## config.mk

```make
export PLATFORM = sky130hd
export DESIGN_NAME = sfc_cell
export DESIGN_NICKNAME = d
export VERILOG_FILES = /design/src/sphere_frustum_cull_assert.svh /design/src/sfc_pkg.sv /design/src/sfc_cell.sv
export SDC_FILE = /design/constraint.sdc
export NUM_CORES = 2
export LEC_CHECK = 0
export BUFFER_PORTS_ARGS = -buffer_cell sky130_fd_sc_hd__buf_4
export CORE_MARGIN = 2
export CORE_UTILIZATION = 30
export CTS_CLUSTER_DIAMETER = 50
export DETAILED_ROUTE_END_ITERATION = 7
export PLACE_DENSITY = 0.45
export SLEW_MARGIN = 20
export SYNTH_ARGS = -nofsm -noshare
export SYNTH_HDL_FRONTEND = slang
export SYNTH_SLANG_ARGS = --single-unit
```

## constraint.sdc

```tcl
create_clock -name clk -period 5.6 [get_ports clk]
set_clock_uncertainty 0.15 [all_clocks]
set_input_delay 0.28 -clock clk [delete_from_list [all_inputs] [get_ports clk]]
set_output_delay 0.28 -clock clk [all_outputs]
set_load 0.02 [all_outputs]
```

## src/sphere_frustum_cull_assert.svh

```systemverilog
// ----------------------------------------------------------------------------
// Sphere frustum cull assertion macros
// Shared concurrent assertion forms, clocked on clk and held off in reset.
// ----------------------------------------------------------------------------
`ifndef SPHERE_FRUSTUM_CULL_ASSERT_SVH
`define SPHERE_FRUSTUM_CULL_ASSERT_SVH

// same-cycle implication
`define SFC_ASSERT_NOW(lbl, ante, cons, msg) \
  lbl: assert property (@(posedge clk) disable iff (rst) (ante) |-> (cons)) else $error(msg);

// next-cycle implication
`define SFC_ASSERT_NEXT(lbl, ante, cons, msg) \
  lbl: assert property (@(posedge clk) disable iff (rst) (ante) |=> (cons)) else $error(msg);

`endif

```

## src/sfc_pkg.sv

```systemverilog
// ----------------------------------------------------------------------------
// sfc_pkg
// Types and constants shared by the sphere frustum cull cells and top level.
// ----------------------------------------------------------------------------
`default_nettype none

package sfc_pkg;

  localparam int PLANE_MAX_DEF = 6;
  localparam int PLANE_REGS    = 6;

  localparam int CFG_IDX_W = 3;
  localparam int CFG_DATA_W = 64;

  // register indexes
  localparam logic [CFG_IDX_W-1:0] CFG_ACTIVE = 3'd0;
  localparam logic [CFG_IDX_W-1:0] CFG_PLANE0 = 3'd1;

  localparam logic [2:0] ACTIVE_RESET = 3'd6;

  typedef struct packed {
    logic                  we;
    logic [CFG_IDX_W-1:0]  index;
    logic [CFG_DATA_W-1:0] data;
    logic [2:0]            active;
  } sfc_cfg_t;

  // sphere travelling down the chain, radius already clamped
  typedef struct packed {
    logic [15:0] cx;
    logic [15:0] cy;
    logic [15:0] cz;
    logic [14:0] r;
    logic        vis;
  } sfc_item_t;

endpackage

`default_nettype wire

```

## src/sfc_cell.sv

```systemverilog
// ----------------------------------------------------------------------------
// sfc_cell
// One plane of the cull chain: holds its plane register, forms the products
// in a first stage and the signed sum and sign test in a second stage.
// ----------------------------------------------------------------------------
`default_nettype none

module sfc_cell #(
  parameter int ID = 0
) (
  input  wire                       clk,
  input  wire                       rst,
  input  wire sfc_pkg::sfc_cfg_t    cfg,
  input  wire                       up_valid,
  input  wire sfc_pkg::sfc_item_t   up_item,
  output logic                      up_ready,
  output logic                      dn_valid,
  output sfc_pkg::sfc_item_t        dn_item,
  input  wire                       dn_ready
);

  localparam logic [sfc_pkg::CFG_IDX_W-1:0] REG_IDX =
    sfc_pkg::CFG_IDX_W'(int'(sfc_pkg::CFG_PLANE0) + ID);
  localparam bit HAS_REG = (ID < sfc_pkg::PLANE_REGS);

  logic [63:0] plane;

  logic               a_valid;
  sfc_pkg::sfc_item_t a_item;
  logic signed [31:0] p0;
  logic signed [31:0] p1;
  logic signed [31:0] p2;
  logic signed [17:0] dr;

  logic               en_a;
  logic               en_b;
  logic               act;
  logic [34:0]        sum;

  assign en_b     = !dn_valid || dn_ready;
  assign en_a     = !a_valid || en_b;
  assign up_ready = en_a;
  assign act      = (int'(cfg.active) > ID);

  // n.c + (d + r) * 2^14, negative means the sphere lies outside this plane
  assign sum = {{3{p0[31]}}, p0} + {{3{p1[31]}}, p1} + {{3{p2[31]}}, p2}
             + {{3{dr[17]}}, dr, 14'b0};

  always_ff @(posedge clk) begin
    if (rst) begin
      plane <= '0;
    end else if (HAS_REG && cfg.we && cfg.index == REG_IDX) begin
      plane <= cfg.data;
    end
  end

  always_ff @(posedge clk) begin
    if (rst) begin
      a_valid <= 1'b0;
    end else if (en_a) begin
      a_valid <= up_valid;
    end
  end

  always_ff @(posedge clk) begin
    if (en_a && up_valid) begin
      a_item <= up_item;
      p0 <= $signed(plane[15:0])  * $signed(up_item.cx);
      p1 <= $signed(plane[31:16]) * $signed(up_item.cy);
      p2 <= $signed(plane[47:32]) * $signed(up_item.cz);
      dr <= $signed({{2{plane[63]}}, plane[63:48]}) + $signed({3'b0, up_item.r});
    end
  end

  always_ff @(posedge clk) begin
    if (rst) begin
      dn_valid <= 1'b0;
    end else if (en_b) begin
      dn_valid <= a_valid;
    end
  end

  always_ff @(posedge clk) begin
    if (en_b && a_valid) begin
      dn_item <= '{cx: a_item.cx, cy: a_item.cy, cz: a_item.cz, r: a_item.r,
                   vis: a_item.vis & ~(act & sum[34])};
    end
  end

endmodule

`default_nettype wire

```

==> flow_metrics.tcl <==
set metrics [dict create \
    violations "negative setup slack" \
    clock_latency_ns 0.66 \
    setup_slack_ns -0.487 \
    io_pins 205 \
    syn_to_final_growth_pct 31.9 \
    path_clk_slew_ns 0.05 \
    synth_nets 5258 \
    relSlewSlack 0.415 \
    die_w_um 375 \
    syn_inst 3977 \
    busiest_layer "met2" \
    yosys.area.top_type "fa_1" \
    rsz0062_at_grt "yes" \
    cp_data_arrival_time_ns 6.35 \
    tritoncts "done" \
    max_freq_ghz 0.164 \
    grt_pass1_wl_mm 182 \
    initialDrtViolationCount 1207 \
    h-tree-depth 2 \
    pre_cts_ws_ns -0.671 \
    vias_per_cell 4.35 \
    met3_usage 0.0209 \
    powerDensity_nw_per_um2 202 \
    startpoint_type "flop" \
    crit_required_ns 5.87 \
    fin_crit_ns 6.09 \
    start_util 0.301 \
    cts_buffer_depth 3 \
    grt_pass1_vias 32000 \
    antenna_left 0 \
    gp_congestion 0.809 \
    clock_sinks 307 \
    vias 28900 \
    crit_slowest_cell "fa_1" \
    firstDrtPassIters 8 \
    finalNetCount 6094 \
    max-cap-violations 0 \
    run_status "finished with violations" \
    fin_util 0.397 \
    wl_per_cell_um 16.8 \
    antenna_found_initial 4 \
    drc_errors 0 \
    synth.avg_cell_area_um2 10.4 \
    drive_gt1_frac 0.250 \
    yosys-top-cells-area "fa_1 41%, edfxtp_1 18%, ha_1 9.3%" \
    slowest_delay_ns 0.54 \
    ys_ff_latch 307 \
    setup_tns_ns -10.02 \
    synth_seq_area_share 0.208 \
    grt-ovfl-total 0 \
    use_met1 0.232 \
    leakage_nw 26.0 \
    period_share 1.09 \
    synth_top_area_frac 0.406 \
    path_class "flop to flop" \
    ys_warn_count 0 \
    worstPathCellList "buf_12, and2_4, fa_1, inv_2, fa_1, fa_1, inv_2, fa_1, fa_1, inv_2, fa_1, inv_2, ha_4, nand4_1, o22ai_2, nor4_2, a21oi_2, o41a_1, nand2_2, a31oi_4, a211oi_4, a21oi_2, xnor2_1" \
    tightest_slew_ns 0.877 \
    post-dp-hpwl_mm 93.1 \
    cts_buffers 56 \
    ys_types 65 \
    holdWs_ns 0.0351 \
    hp-class "primary input to flop" \
    hold_viol_final 0 \
    die_y_um 375 \
    diodes 0 \
    ir_drop_uv 266 \
    synthArstFlopShare 0 \
    grt_usage 0.165 \
    finalMaxSlewViolations 0 \
    met2_usage 0.273 \
    rows 136 \
    cts_root_buffer "clkbuf_16" \
    endpoint_kind "flop" \
    synth_edf_count 241 \
    synth-main-ff-cell "edfxtp_1" \
    fp.dieArea_um2 140000 \
    path_max_fanout 8 \
    crit_buf_inv 5 \
    io_buffers 204 \
    placeableCoreArea_um2 137000 \
    routed_wl_mm 112 \
    synth_area_um2 41200 \
    grt_max_degree 53 \
    cpMostUsedCell "fa_1" \
    path_delay_family "adder cells" \
    setup_viol 40 \
]
-- cells in the final DEF (no fill, tap or decap), types with 9 or more instances in the layout --
cell / count
inv_1: 821
buf_6: 69
dlygate4sd3_1: 158
buf_8: 10
nand2_2: 15
ha_1: 260
nand2_1: 507
clkinv_4: 9
inv_2: 58
a21oi_2: 43
xor2_1: 19
clkbuf_16: 57
buf_12: 11
nand4_1: 10
dfxtp_1: 23
ha_2: 10
edfxtp_1: 241
nor2_2: 12
and2_4: 35
buf_4: 651
nand2b_1: 22
and2_1: 333
o21a_1: 15
xnor2_1: 82
fa_2: 26
nor3_1: 9
dfxtp_4: 36
o21ai_0: 19
o21bai_1: 11
a21o_1: 43
o21ai_1: 12
fa_1: 811
inv_6: 9
nand3_1: 13
ha_4: 35
a21oi_1: 101
o21ai_2: 11
nor2_1: 78
-- path summary, 6_finish.rpt --
kind                               start                    end  slack (ns)  cells after the start
setup / recovery  plane[40]$_SDFFE_PP0P_       p2[31]$_DFFE_PP_       -0.49                     23
hold / removal                    cfg[1]   dn_item[0]$_DFFE_PP_        0.04                      3
setup reg to reg  plane[40]$_SDFFE_PP0P_       p2[31]$_DFFE_PP_       -0.49                     23
hold reg to reg     a_item[29]$_DFFE_PP_  dn_item[29]$_DFFE_PP_        0.26                      0
-- layout make-up --
type / instances / area, um2
tap: 1794 / 2240
clock inverter: 45 / 533
fill: 13600 / 82600
clock buffer: 61 / 1440
multi-input combinational: 2669 / 30500
inverter: 879 / 3300
sequential: 307 / 8700
timing repair buffer: 900 / 7620
-- synth_stat cells (10+ instances only) --
cell type	number
o21ai_0	30
and2_1	368
a21o_1	43
inv_1	879
o21bai_1	12
fa_1	837
xor2_1	25
o21a_1	16
edfxtp_1	241
clkbuf_1	121
xnor2_1	94
o21ai_1	14
nand2b_1	22
ha_1	305
nor3_1	14
a21oi_1	144
nand3_1	18
dfxtp_1	66
nor2_1	91
nand2_1	529
nand4_1	10
-- layer usage --
metal	part of all wire	wire [um]
met1	0.47	52300
met4	0.021	2370
met3	0.033	3690
met5	0.00024	27
met2	0.48	53200
-- sequential cells by signal, summed over array words and instances, names as in the netlist --
| signal | flops |
|---|---|
| p0 | 32 |
| dr | 17 |
| plane | 64 |
| dn_valid | 1 |
| a_valid | 1 |
| p1 | 32 |
| a_item | 64 |
| dn_item | 64 |
| p2 | 32 |
-- cell families after synthesis --
group / Yosys count / synth area share
xor+xnor: 119 / 0.0253
buf+inv: 1001 / 0.0911
simple gates: 1086 / 0.127
compound gates: 322 / 0.0501
fa+ha+maj: 1142 / 0.499
flops: 307 / 0.208
-- stage by stage --
| step | cells | instance area, um2 | power [mW] |
|---|---|---|---|
| final | 6655 | 54400 | 11.0 |
| after global placement | 6317 | 48600 | 7.00 |
| after CTS | 6627 | 53500 | 11.0 |
| after global routing | 6655 | 54400 | 11.8 |
| after detailed placement | 6317 | 48600 | 7.03 |
| after floorplan | 3977 | 42000 | 5.47 |
-- where the power goes --
part           internal [mW]  switching, mW  total [mW]  leakage [nW]
logic                   2.15           2.26        4.41          22.1
registers               2.76          0.170        2.93          2.92
clock network           2.22           1.40        3.62         0.946
-- worst register-to-register path, stage by stage (launching register included) --
cell,delay [ns]
dfxtp_2,0.33
buf_12,0.14
and2_4,0.14
fa_1,0.49
inv_2,0.04
fa_1,0.46
fa_1,0.51
inv_2,0.04
fa_1,0.51
fa_1,0.54
inv_2,0.04
fa_1,0.51
inv_2,0.05
ha_4,0.22
nand4_1,0.11
o22ai_2,0.12
nor4_2,0.28
a21oi_2,0.11
o41a_1,0.36
nand2_2,0.11
a31oi_4,0.10
a211oi_4,0.27
a21oi_2,0.09
xnor2_1,0.12
-- timing repair --
action	4_1_cts	5_1_grt
hold endpoints to repair	135	0
buffers inserted	54	38
gates resized for setup	266	186
setup endpoints to repair	53	58
hold buffers	158	0
pin swaps	143	165
cloned	0	0
(Power assumes the default switching activity.)
